$ cat config.mk
export PLATFORM = sky130hd
export DESIGN_NAME = indexed_list_store
export DESIGN_NICKNAME = d
export VERILOG_FILES = /design/src/design/ils_pkg.sv /design/src/design/indexed_list_store.sv
export SDC_FILE = /design/constraint.sdc
export NUM_CORES = 2
export LEC_CHECK = 0
export BUFFER_PORTS_ARGS = -buffer_cell sky130_fd_sc_hd__buf_2
export CAP_MARGIN = 20
export CORE_MARGIN = 2
export CORE_UTILIZATION = 60
export DETAILED_ROUTE_END_ITERATION = 6
export PLACE_DENSITY = 0.76
export SKIP_CTS_REPAIR_TIMING = 1
export SLEW_MARGIN = 20
export SYNTH_ARGS = -nofsm -noshare
export SYNTH_HDL_FRONTEND = slang
export SYNTH_SLANG_ARGS = --single-unit
export TNS_END_PERCENT = 30
$ cat constraint.sdc
create_clock -name clk -period 8.5 [get_ports clk]
set_input_delay 0.425 -clock clk [delete_from_list [all_inputs] [get_ports clk]]
set_output_delay 0.425 -clock clk [all_outputs]
set_load 0.01 [all_outputs]
$ cat src/design/ils_pkg.sv
// Shared definitions for the indexed list store: field widths, mode and
// status codes, and default sizes. No dependencies.
package ils_pkg;

  // Port field widths
  localparam int MODE_W     = 3;
  localparam int POS_W      = 7;
  localparam int WORD_IN_W  = 32;
  localparam int WORD_OUT_W = 32;
  localparam int STATUS_W   = 2;
  localparam int LENGTH_W   = 7;

  // Default sizes
  localparam int DEF_DEPTH      = 64;
  localparam int DEF_WORD_WIDTH = 32;

  // Operation codes
  localparam logic [MODE_W-1:0] MODE_GET     = 3'd0;
  localparam logic [MODE_W-1:0] MODE_INSERT  = 3'd1;
  localparam logic [MODE_W-1:0] MODE_DELETE  = 3'd2;
  localparam logic [MODE_W-1:0] MODE_UPDATE  = 3'd3;
  localparam logic [MODE_W-1:0] MODE_REVERSE = 3'd4;
  localparam logic [MODE_W-1:0] MODE_CLEAR   = 3'd5;

  // Result status codes
  localparam logic [STATUS_W-1:0] ST_OK    = 2'd0;
  localparam logic [STATUS_W-1:0] ST_RANGE = 2'd1;
  localparam logic [STATUS_W-1:0] ST_FULL  = 2'd2;

endpackage

$ cat src/design/indexed_list_store.sv
// Indexed list store top level: list memory, move/swap sequencer and result
// register. Depends on ils_pkg.
//
// Usage: the input channel (in_valid / in_stall) carries one operation per
// transfer: get, insert, delete, update, reverse or clear, with a position
// and a data word. The result channel (out_valid / out_stall) returns exactly
// one result per operation: the word read, deleted or replaced, a status
// (ok, index out of range, store full) and the list length afterward.
// The list sits in a single-port-write, single-port-read memory with a
// registered read. Each memory move is a read (S_MVRD) then a write
// (S_MVWR); every entry shift and swap goes through that one port pair.
// in_stall is high while an operation runs. A finished result waits in the
// output register while out_stall is high; the next operation is taken
// meanwhile but cannot finish until that result is transferred.
// Reset (rst_n low, synchronous) empties the list and drops any pending
// result. Stored words are not cleared; an empty list never reads them.
module indexed_list_store #(
  parameter int DEPTH      = ils_pkg::DEF_DEPTH,
  parameter int WORD_WIDTH = ils_pkg::DEF_WORD_WIDTH
) (
  input  logic                            clk,
  input  logic                            rst_n,
  input  logic                            in_valid,
  output logic                            in_stall,
  input  logic [ils_pkg::MODE_W-1:0]      in_mode,
  input  logic [ils_pkg::POS_W-1:0]       in_position,
  input  logic [ils_pkg::WORD_IN_W-1:0]   in_word_in,
  output logic                            out_valid,
  input  logic                            out_stall,
  output logic [ils_pkg::WORD_OUT_W-1:0]  out_word_out,
  output logic [ils_pkg::STATUS_W-1:0]    out_status,
  output logic [ils_pkg::LENGTH_W-1:0]    out_length
);

  localparam int AW   = (DEPTH > 1) ? $clog2(DEPTH) : 1;
  localparam int CW   = $clog2(DEPTH + 1);
  localparam int CMPW = (CW > ils_pkg::POS_W) ? CW : ils_pkg::POS_W;

  typedef enum logic [7:0] {
    S_IDLE  = 8'b0000_0001,
    S_RD    = 8'b0000_0010,
    S_RDAT  = 8'b0000_0100,
    S_MVRD  = 8'b0000_1000,
    S_MVWR  = 8'b0001_0000,
    S_WRW   = 8'b0010_0000,
    S_SWRD  = 8'b0100_0000,
    S_SWAP  = 8'b1000_0000
  } state_t;

  // Sequencer state, and the phase bit used in S_WRW, S_SWRD and S_SWAP
  state_t                        state_r, state_nxt;
  logic                          ph_r, ph_nxt;
  logic [ils_pkg::MODE_W-1:0]    op_r, op_nxt;
  logic [AW-1:0]                 pos_r, pos_nxt;
  logic [AW-1:0]                 lo_r, lo_nxt;
  logic [AW-1:0]                 hi_r, hi_nxt;
  logic [AW-1:0]                 last_r, last_nxt;
  logic [WORD_WIDTH-1:0]         word_r, word_nxt;
  logic [WORD_WIDTH-1:0]         hold_r, hold_nxt;
  logic [CW-1:0]                 cnt_r, cnt_nxt;
  logic [ils_pkg::WORD_OUT_W-1:0] res_word_r, res_word_nxt;
  logic [ils_pkg::STATUS_W-1:0]  res_status_r, res_status_nxt;

  logic                          out_valid_r, out_valid_nxt;
  logic [ils_pkg::WORD_OUT_W-1:0] out_word_r, out_word_nxt;
  logic [ils_pkg::STATUS_W-1:0]  out_status_r, out_status_nxt;
  logic [ils_pkg::LENGTH_W-1:0]  out_length_r, out_length_nxt;

  logic [WORD_WIDTH-1:0]         mem [DEPTH];
  logic [WORD_WIDTH-1:0]         rd_data_r;
  logic [AW-1:0]                 rd_addr;
  logic                          mem_we;
  logic [AW-1:0]                 wr_addr;
  logic [WORD_WIDTH-1:0]         wr_data;

  logic                          in_xfer;
  logic                          out_free;
  logic [CMPW-1:0]               pos_c;
  logic [CMPW-1:0]               cnt_c;
  logic [AW:0]                   lo_plus2;

  assign in_stall     = (state_r != S_IDLE);
  assign in_xfer      = in_valid && !in_stall;
  assign out_free     = !out_valid_r || !out_stall;
  assign out_valid    = out_valid_r;
  assign out_word_out = out_word_r;
  assign out_status   = out_status_r;
  assign out_length   = out_length_r;

  assign pos_c    = CMPW'(in_position);
  assign cnt_c    = CMPW'(cnt_r);
  assign lo_plus2 = {1'b0, lo_r} + (AW+1)'(2);

  // Memory: one write port, one registered read port
  always_ff @(posedge clk) begin
    if (mem_we) begin
      mem[wr_addr] <= wr_data;
    end
    rd_data_r <= mem[rd_addr];
  end

  // Select read address by sequencer step
  always_comb begin
    rd_addr = lo_r;
    if (state_r == S_MVRD || (state_r == S_SWRD && ph_r)) begin
      rd_addr = hi_r;
    end
  end

  // Select write port by sequencer step
  always_comb begin
    mem_we  = 1'b0;
    wr_addr = lo_r;
    wr_data = rd_data_r;
    unique case (state_r)
      S_RDAT: begin
        mem_we  = (op_r == ils_pkg::MODE_UPDATE);
        wr_data = word_r;
      end
      S_MVWR: begin
        mem_we = 1'b1;
      end
      // Write the inserted word in phase 0 only; phase 1 hands off the result
      S_WRW: begin
        mem_we  = !ph_r;
        wr_addr = pos_r;
        wr_data = word_r;
      end
      S_SWAP: begin
        mem_we = 1'b1;
        if (ph_r) begin
          wr_addr = hi_r;
          wr_data = hold_r;
        end
      end
      default: begin
        mem_we = 1'b0;
      end
    endcase
  end

  // Sequencer and result path
  always_comb begin
    state_nxt      = state_r;
    ph_nxt         = ph_r;
    op_nxt         = op_r;
    pos_nxt        = pos_r;
    lo_nxt         = lo_r;
    hi_nxt         = hi_r;
    last_nxt       = last_r;
    word_nxt       = word_r;
    hold_nxt       = hold_r;
    cnt_nxt        = cnt_r;
    res_word_nxt   = res_word_r;
    res_status_nxt = res_status_r;
    out_valid_nxt  = out_valid_r && out_stall;
    out_word_nxt   = out_word_r;
    out_status_nxt = out_status_r;
    out_length_nxt = out_length_r;

    unique case (state_r)
      S_IDLE: begin
        if (in_xfer) begin
          op_nxt         = in_mode;
          pos_nxt        = AW'(in_position);
          word_nxt       = WORD_WIDTH'(in_word_in);
          lo_nxt         = AW'(in_position);
          last_nxt       = AW'(cnt_r - CW'(1));
          res_word_nxt   = '0;
          res_status_nxt = ils_pkg::ST_OK;
          state_nxt      = S_WRW;
          // decode operation
          unique case (in_mode)
            ils_pkg::MODE_GET, ils_pkg::MODE_UPDATE: begin
              if (pos_c >= cnt_c) begin
                res_status_nxt = ils_pkg::ST_RANGE;
                state_nxt      = S_IDLE;
              end else begin
                state_nxt = S_RD;
              end
            end
            ils_pkg::MODE_DELETE: begin
              if (pos_c >= cnt_c) begin
                res_status_nxt = ils_pkg::ST_RANGE;
                state_nxt      = S_IDLE;
              end else begin
                cnt_nxt   = cnt_r - CW'(1);
                state_nxt = S_RD;
              end
            end
            ils_pkg::MODE_INSERT: begin
              if (pos_c > cnt_c) begin
                res_status_nxt = ils_pkg::ST_RANGE;
                state_nxt      = S_IDLE;
              end else if (cnt_r == CW'(DEPTH)) begin
                res_status_nxt = ils_pkg::ST_FULL;
                state_nxt      = S_IDLE;
              end else begin
                cnt_nxt = cnt_r + CW'(1);
                if (pos_c == cnt_c) begin
                  state_nxt = S_WRW;
                end else begin
                  lo_nxt    = AW'(cnt_r);
                  hi_nxt    = AW'(cnt_r - CW'(1));
                  state_nxt = S_MVRD;
                end
              end
            end
            ils_pkg::MODE_REVERSE: begin
              if (cnt_r > CW'(1)) begin
                lo_nxt    = '0;
                hi_nxt    = AW'(cnt_r - CW'(1));
                ph_nxt    = 1'b0;
                state_nxt = S_SWRD;
              end else begin
                state_nxt = S_IDLE;
              end
            end
            ils_pkg::MODE_CLEAR: begin
              cnt_nxt   = '0;
              state_nxt = S_IDLE;
            end
            default: begin
              state_nxt = S_IDLE;
            end
          endcase
          // operations that finish at once go straight to the result stage
          if (state_nxt == S_IDLE) begin
            state_nxt = S_WRW;
            ph_nxt    = 1'b1;
          end else begin
            ph_nxt = 1'b0;
          end
        end
      end

      // Issue read of the target entry
      S_RD: begin
        state_nxt = S_RDAT;
      end

      // Capture the target word, write the update word, start delete shifting
      S_RDAT: begin
        res_word_nxt = ils_pkg::WORD_OUT_W'(rd_data_r);
        ph_nxt       = 1'b1;
        state_nxt    = S_WRW;
        if (op_r == ils_pkg::MODE_DELETE && lo_r != last_r) begin
          hi_nxt    = lo_r + AW'(1);
          ph_nxt    = 1'b0;
          state_nxt = S_MVRD;
        end
      end

      // Issue read of the move source
      S_MVRD: begin
        state_nxt = S_MVWR;
      end

      // Write moved word, advance pointers
      S_MVWR: begin
        state_nxt = S_MVRD;
        if (op_r == ils_pkg::MODE_DELETE) begin
          if (hi_r == last_r) begin
            ph_nxt    = 1'b1;
            state_nxt = S_WRW;
          end else begin
            lo_nxt = lo_r + AW'(1);
            hi_nxt = hi_r + AW'(1);
          end
        end else begin
          if (hi_r == pos_r) begin
            ph_nxt    = 1'b0;
            state_nxt = S_WRW;
          end else begin
            lo_nxt = lo_r - AW'(1);
            hi_nxt = hi_r - AW'(1);
          end
        end
      end

      // Phase 0: write the inserted word. Phase 1: hand result to output
      S_WRW: begin
        if (!ph_r) begin
          ph_nxt = 1'b1;
        end else if (out_free) begin
          out_valid_nxt  = 1'b1;
          out_word_nxt   = res_word_r;
          out_status_nxt = res_status_r;
          out_length_nxt = ils_pkg::LENGTH_W'(cnt_r);
          state_nxt      = S_IDLE;
        end
      end

      // Phase 0: read low entry. Phase 1: read high entry, hold low word
      S_SWRD: begin
        ph_nxt = !ph_r;
        if (ph_r) begin
          hold_nxt  = rd_data_r;
          ph_nxt    = 1'b0;
          state_nxt = S_SWAP;
        end
      end

      // Phase 0: write high word low. Phase 1: write held word high, step
      S_SWAP: begin
        ph_nxt = 1'b1;
        if (ph_r) begin
          lo_nxt = lo_r + AW'(1);
          hi_nxt = hi_r - AW'(1);
          if (lo_plus2 < {1'b0, hi_r}) begin
            ph_nxt    = 1'b0;
            state_nxt = S_SWRD;
          end else begin
            ph_nxt    = 1'b1;
            state_nxt = S_WRW;
          end
        end
      end

      default: begin
        state_nxt = S_IDLE;
      end
    endcase
  end

  // Control registers
  always_ff @(posedge clk) begin
    if (!rst_n) begin
      state_r     <= S_IDLE;
      ph_r        <= 1'b0;
      cnt_r       <= '0;
      out_valid_r <= 1'b0;
    end else begin
      state_r     <= state_nxt;
      ph_r        <= ph_nxt;
      cnt_r       <= cnt_nxt;
      out_valid_r <= out_valid_nxt;
    end
  end

  // Payload registers
  always_ff @(posedge clk) begin
    op_r         <= op_nxt;
    pos_r        <= pos_nxt;
    lo_r         <= lo_nxt;
    hi_r         <= hi_nxt;
    last_r       <= last_nxt;
    word_r       <= word_nxt;
    hold_r       <= hold_nxt;
    res_word_r   <= res_word_nxt;
    res_status_r <= res_status_nxt;
    out_word_r   <= out_word_nxt;
    out_status_r <= out_status_nxt;
    out_length_r <= out_length_nxt;
  end

`ifndef SYNTH
  // Length never exceeds the store depth
  a_cnt_bound: assert property (@(posedge clk) disable iff (!rst_n)
    cnt_r <= CW'(DEPTH))
    else $error("list length exceeds depth");

  // A full-store result is only produced with the store full
  a_full_status: assert property (@(posedge clk) disable iff (!rst_n)
    (state_r == S_WRW && ph_r && res_status_r == ils_pkg::ST_FULL) |->
    (cnt_r == CW'(DEPTH)))
    else $error("full status with room left");

  // One operation moves the length by at most one, or clears it
  a_cnt_step: assert property (@(posedge clk) disable iff (!rst_n)
    in_xfer |=> (cnt_r == $past(cnt_r)) || (cnt_r == CW'($past(cnt_r) + CW'(1)))
    || (cnt_r == CW'($past(cnt_r) - CW'(1))) || (cnt_r == '0))
    else $error("length jumped by more than one");

  // Swap pointers stay ordered while reversing
  a_swap_order: assert property (@(posedge clk) disable iff (!rst_n)
    (state_r == S_SWRD) |-> (lo_r < hi_r))
    else $error("reverse pointers crossed");

  // A pending result is never overwritten before its transfer
  a_out_hold: assert property (@(posedge clk) disable iff (!rst_n)
    (out_valid_r && out_stall) |=> (out_valid_r && $stable(out_word_r)
    && $stable(out_status_r) && $stable(out_length_r)))
    else $error("pending result overwritten");
`endif

endmodule

Word-level counts from Yosys, hierarchy flattened

Memories as Yosys holds them, arrays and structs flattened. A register that Yosys moved wholly into a read port is not among the register bits.
Index checks and enable logic that the tools add are counted.

Flip-flop bits (word level): 183
Bits of input ports: 46
Memories kept: 1
RAM bits: 2048
ROM bits: 0
Word-level logic and storage cells: 170
Bits in latches: 0

Memories:

| name | words | width | read ports | clocked after memory_dff | write ports | RTL line                 | text |
|---|---|---|---|---|---|---|---|
| mem  | 64    | 32    | 1          | 1                        | 1           | indexed_list_store.sv:69 | `logic [WORD_WIDTH-1:0] mem [DEPTH];` |

$mul: 0
Div/mod/pow operators: 0
Eq/ne operators: 40
Reduce and logical (&&, ||, !) cells: 28
Add/subtract/negate cells: 7
Order comparisons: 4
Multiplexer cells: 74
Shift-type cells: 0
Bitwise operators: 0

Operators with widths:

| operator                                                               | count |
|---|---|
| 6-bit 2-to-1 mux                                                       | 27 |
| 32-bit one-hot mux with 2 select lines                                 | 2 |
| 8-bit 2-to-1 mux                                                       | 9 |
| 32-bit 2-to-1 mux                                                      | 2 |
| 8-bit one-hot mux with 8 select lines                                  | 1 |
| 6-bit one-hot mux with 2 select lines                                  | 3 |
| 7-bit 2-to-1 mux                                                       | 5 |
| 3-bit != test (second input constant)                                  | 8 |
| 6-bit one-hot mux with 4 select lines                                  | 1 |
| 8-bit one-hot mux with 3 select lines                                  | 1 |
| 7-bit one-hot mux with 3 select lines                                  | 1 |
| 2-bit != test (second input constant)                                  | 9 |
| 6-bit one-hot mux with 3 select lines                                  | 1 |
| 8-bit by 1-bit equality test with 1-bit output (second input constant) | 2 |
| 1-bit 2-to-1 mux                                                       | 15 |
| 6-bit by 1-bit adder with 6-bit output (second input constant)         | 2 |
| 3-bit by 2-bit equality test with 1-bit output (second input constant) | 4 |
| 6-bit equality test                                                    | 2 |
| 6-bit by 1-bit subtractor with 6-bit output (second input constant)    | 2 |
| 11-bit AND reduction                                                   | 1 |
| 5-bit AND reduction                                                    | 2 |
| 8-bit by 2-bit equality test with 1-bit output (second input constant) | 1 |
| 8-bit by 3-bit equality test with 1-bit output (second input constant) | 1 |
| 8-bit by 4-bit equality test with 1-bit output (second input constant) | 1 |
| 36 further kinds                                                       | 50 |

Depth between registers and ports, before layout

Depth in word-level cells: 11
Depth in mapped cells: 15
Mapped depth without buffers: 11

Worst setup path after synthesis

OpenSTA, ideal clock, no wires.

Path type: register to register
Start point: register state_r[1]
End point: memory mem[11][0] (netlist bit) (enable)
Data required time: 8.079 ns
Cell stages (with the launch flop): 10
Library setup time: 0.421 ns
Path slack: 4.096 ns
Path buffers: 2
Clock period less this slack: 4.404 ns
Arrival: 3.982 ns
Cells stage by stage: dfxtp_1 -> clkbuf_1 -> nor4_1 -> and4b_1 -> buf_2 -> o21ai_0 -> a222oi_1 -> nor2b_1 -> nand3_1 -> nor2_1

Word-level cells in the longest chain between the ends: 5

Ends and longest elaborated chain:

| element                                                                               | RTL line                  | text |
|---|---|---|
| from (decl)                                                                           | indexed_list_store.sv:51  | `state_t state_r, state_nxt;` |
| from (signal assigned)                                                                | indexed_list_store.sv:334 | `state_r <= state_nxt;` |
| 8-bit equality test or 8-bit by 5-bit equality test with 1-bit output (tied branches) | indexed_list_store.sv:115 | `unique case (state_r)` |
| 2-bit OR reduction (no source line)                                                   | n/a                       |  |
| 1-bit one-hot mux with 3 select lines                                                 | indexed_list_store.sv:115 |  |
| 1-bit 2-to-1 mux                                                                      | indexed_list_store.sv:96  | `if (mem_we) begin` |
| 1-bit 2-to-1 mux (implied by the code)                                                | indexed_list_store.sv:97  | `mem[wr_addr] <= wr_data;` |
| to (decl)                                                                             | indexed_list_store.sv:69  |  |

Several ways; a longest one is shown, not always the timed one.

Worst setup path after layout

Start point: register state_r[2]
End point: register rd_data_r[0] (read register of mem)

Word-level cells in the longest chain between the ends: 4

Ends and longest elaborated chain:

| element                                        | RTL line                  | text |
|---|---|---|
| 8-bit by 7-bit equality test with 1-bit output | indexed_list_store.sv:105 | `if (state_r == S_MVRD \|\| (state_r == S_SWRD && ph_r)) begin` |
| 1-bit logical AND                              | indexed_list_store.sv:105 |  |
| 1-bit logical OR (*)                           | indexed_list_store.sv:105 |  |
| 6-bit 2-to-1 mux (*)                           | indexed_list_store.sv:105 |  |
| to (decl)                                      | indexed_list_store.sv:70  | `logic [WORD_WIDTH-1:0] rd_data_r;` |

Mark *: on every way between the ends. The rest lies on a longest branch, timed or not.
A chain may end at the register's enable or synchronous reset.

==> flow_metrics.py <==
metrics = {
    "floorplan": {
        "die_w_um": 390,
        "io_pins": 89,
        "die_area_mm2": 0.152,
        "die_y_um": 390,
        "fp-row-count": 141,
        "start_util_pct": 60.5,
        "core_mm2": 0.148,
    },
    "clocking": {
        "cts_buffers": 209,
        "clk_path_buf_depth": 3,
        "clock-root-buffer": "clkbuf_16",
        "htreeDepth": 4,
        "clk_latency_ns": 0.88,
        "clk_pin_slew_ns": 0.06,
        "cts_tree": "done",
        "clock-sinks": 2263,
    },
    "yosys": {
        "synth-seq-area-share_pct": 75.4,
        "synth_top_cell_by_area": "edfxtp_1",
        "ys_seq_elements": 2263,
        "syn_nets": 6291,
        "synth_cell_type_count": 68,
        "synth_top_area_share_pct": 74.3,
        "yosys-top-cells-area": "edfxtp_1 74%, nand2_1 5.5%, mux2i_1 4.3%",
        "synth-main-ff-cell": "edfxtp_1",
        "synth_edf_count": 2214,
        "synthesis.area_mm2": 0.0895,
        "netlist_instances": 6222,
        "synth_top_family_by_area": "simple AND/OR/NAND/NOR gates",
        "synth_fa_ha_area_share_pct": 0.322,
        "synth-xor-area-share_pct": 0.382,
        "synth-simple-area-share_pct": 10.4,
        "avgSynthCellArea_um2": 14.4,
        "yosys_warnings": 0,
        "synthArstFlopShare_pct": 0,
        "synth_compound_area_share_pct": 6.77,
        "synthMuxAreaShare_pct": 4.63,
    },
    "run_status": {
        "outcome": "complete, but fails checks",
        "violations": "negative hold slack",
    },
    "power": {
        "p_per_area_mw_per_mm2": 370,
        "p_leak_nw": 34.2,
        "irDropWorstVdd_v": 0.000349,
    },
    "worst_hold_path": {
        "holdCritPathClass": "in2reg",
        "hold_start": "out_stall",
    },
    "critical_path": {
        "cp_max_fo": 121,
        "crit_path_end_kind": "register",
        "critPathLaunchType": "register",
        "cp.required_ns": 9.11,
        "crit_arrival_ns": 6.38,
        "cp-startpoint": "state_r[2]$_SDFFE_PN0P_",
        "r2r_start": "state_r[2]$_SDFFE_PN0P_",
        "path_class": "reg2reg",
    },
    "routing": {
        "wirelength_mm": 260,
        "drtIter0Drc": 9760,
        "wire_per_inst_um": 30.7,
        "drc": 0,
        "vias": 57700,
        "antenna_left": 0,
        "vias_per_cell": 6.82,
        "drtPass1Iterations": 7,
    },
    "final_layout": {
        "final_common_cell": "edfxtp_1",
        "area_growth_pct": 12.3,
        "multiInputGateArea_mm2": 0.0209,
        "final_cell_mix": "2214 x edfxtp_1, 1320 x nand2_1, 390 x nand3_1, 379 x mux2i_1, 327 x a21oi_1",
        "drive_above_1_share_pct": 10.9,
        "final_nets": 6422,
        "finalInstanceArea_mm2": 0.100,
        "fillers": 9430,
        "seqCellArea_mm2": 0.0675,
    },
    "grt": {
        "overflow": 0,
        "grt_pass1_vias": 55200,
        "grt_max_degree": 150,
        "grt_first_pass_wirelength_mm": 373,
        "grt_use_total_pct": 33.8,
        "antenna_found_initial": 12,
    },
    "timing": {
        "fin_hold_ws_ns": -0.0169,
        "setup_tns_ns": 0,
        "hold_viol_final": 1,
        "finalClockSkew_ns": 0.0460,
        "grt_setup_unrepaired": "no",
        "maxSlewViolCount": 0,
        "period_share_pct": 67.9,
        "relSlewSlack_pct": 11.5,
        "min_period_ns": 5.77,
        "setup_viol": 0,
        "max_freq_ghz": 0.173,
        "worst-slew-pin-transition_ns": 1.29,
    },
    "place": {
        "io_buffers": 88,
        "hpwl_mm": 145,
        "place_area_mm2": 0.0933,
        "place_congestion": 0.912,
    },
    "job": {
        "cap_violations": 0,
    },
}
==> critical path: stages, from the launching register on <==
cell,delay [ns]
dfxtp_1,0.35
or4_1,0.60
a2111oi_4,0.20
buf_4,0.48
mux2i_4,0.70
buf_12,0.58
buf_4,0.62
mux4_2,0.39
nand2_1,0.08
a21oi_1,0.09
nor4_1,0.91
a211oi_1,0.39
==> cell usage after synthesis, types with 11 or more instances <==
master and number:
o32ai_1 16, ha_1 23, and2_1 38, or3_1 14, nand2_1 1320, a31oi_1 47
xnor2_1 24, a41o_1 13, o22ai_1 68, o221ai_1 163, nor3_1 70, o21ai_1 12
dfxtp_1 49, a311oi_1 49, xor2_1 15, mux2i_1 386, clkbuf_1 252, nand4_1 48
a222oi_1 38, buf_1 43, and3_1 80, o21ai_0 59, nor4_1 43, mux4_2 11
nand3_1 390, edfxtp_1 2214, a21oi_1 327, inv_1 59, nor2_1 124, buf_2 97
==> registers in the layout, summed over array words and instances, names as in the netlist, 3 cells and up <==
signal	flops
mem	2048
hold_r	32
out_word_out	32
rd_data_r	32
res_word_r	32
word_r	32
state_r	8
cnt_c	7
out_length	7
hi_r	6
last_r	6
lo_r	6
pos_r	6
op_r	3
==> area by class of cell <==
cell class	instances	share of cell area (%)
Timing Repair Buffer	315	2.83
Clock buffer	291	5.66
Antenna cell	10	0.0249
Multi-Input combinational cell	3505	20.8
Inverter	59	0.228
Tap cell	1930	2.40
Clock inverter	98	0.887
Sequential cell	2263	67.2
==> cell families (layout without fill, tap and decap cells) <==
group / after synthesis / count (layout)
compound gates: 887 / 887
xor+xnor: 39 / 39
other cells: 0 / 10
simple gates: 2156 / 2156
fa+ha+maj: 23 / 23
flops: 2263 / 2263
mux: 400 / 400
buf+inv: 454 / 763
==> metal layers <==
layer | GRT usage [%] | wire, um
met2 | 51.3 | 118000
met5 | 0 | 24
met3 | 9.88 | 38300
met1 | 45.1 | 89600
met4 | 16.7 | 14200
==> power breakdown <==
| part | switching, W | internal, W |
|---|---|---|
| combinational | 0.0100 | 0.00319 |
| sequential | 0.000377 | 0.0145 |
| clock | 0.00409 | 0.00499 |
==> through the flow <==
step | utilization (%) | hold slack, ns | instances | power [W] | setup WS [ns]
after floorplan | - | 0.400 | 6222 | 0.0220 | 4.10
after detailed placement | 63.1 | 0.405 | 8026 | 0.0276 | 2.96
after global placement | 62.7 | 0.401 | 7998 | 0.0272 | 1.23
final | 67.9 | -0.0169 | 8471 | 0.0372 | 2.73
after global routing | 67.9 | 0.00830 | 8461 | 0.0380 | 2.67
after CTS | 67.6 | -0.303 | 8415 | 0.0366 | 2.96
==> final timing paths <==
check | to | slack, ns | cells after the start
setup reg to reg | rd_data_r[0]$_DFF_P_ | 2.73 | 11
setup / recovery | rd_data_r[0]$_DFF_P_ | 2.73 | 11
hold reg to reg | out_word_out[1]$_DFFE_PP_ | 0.42 | 0
hold / removal | out_valid$_SDFF_PN0_ | -0.02 | 3
No activity file was read; power rests on OpenSTA's default activity.
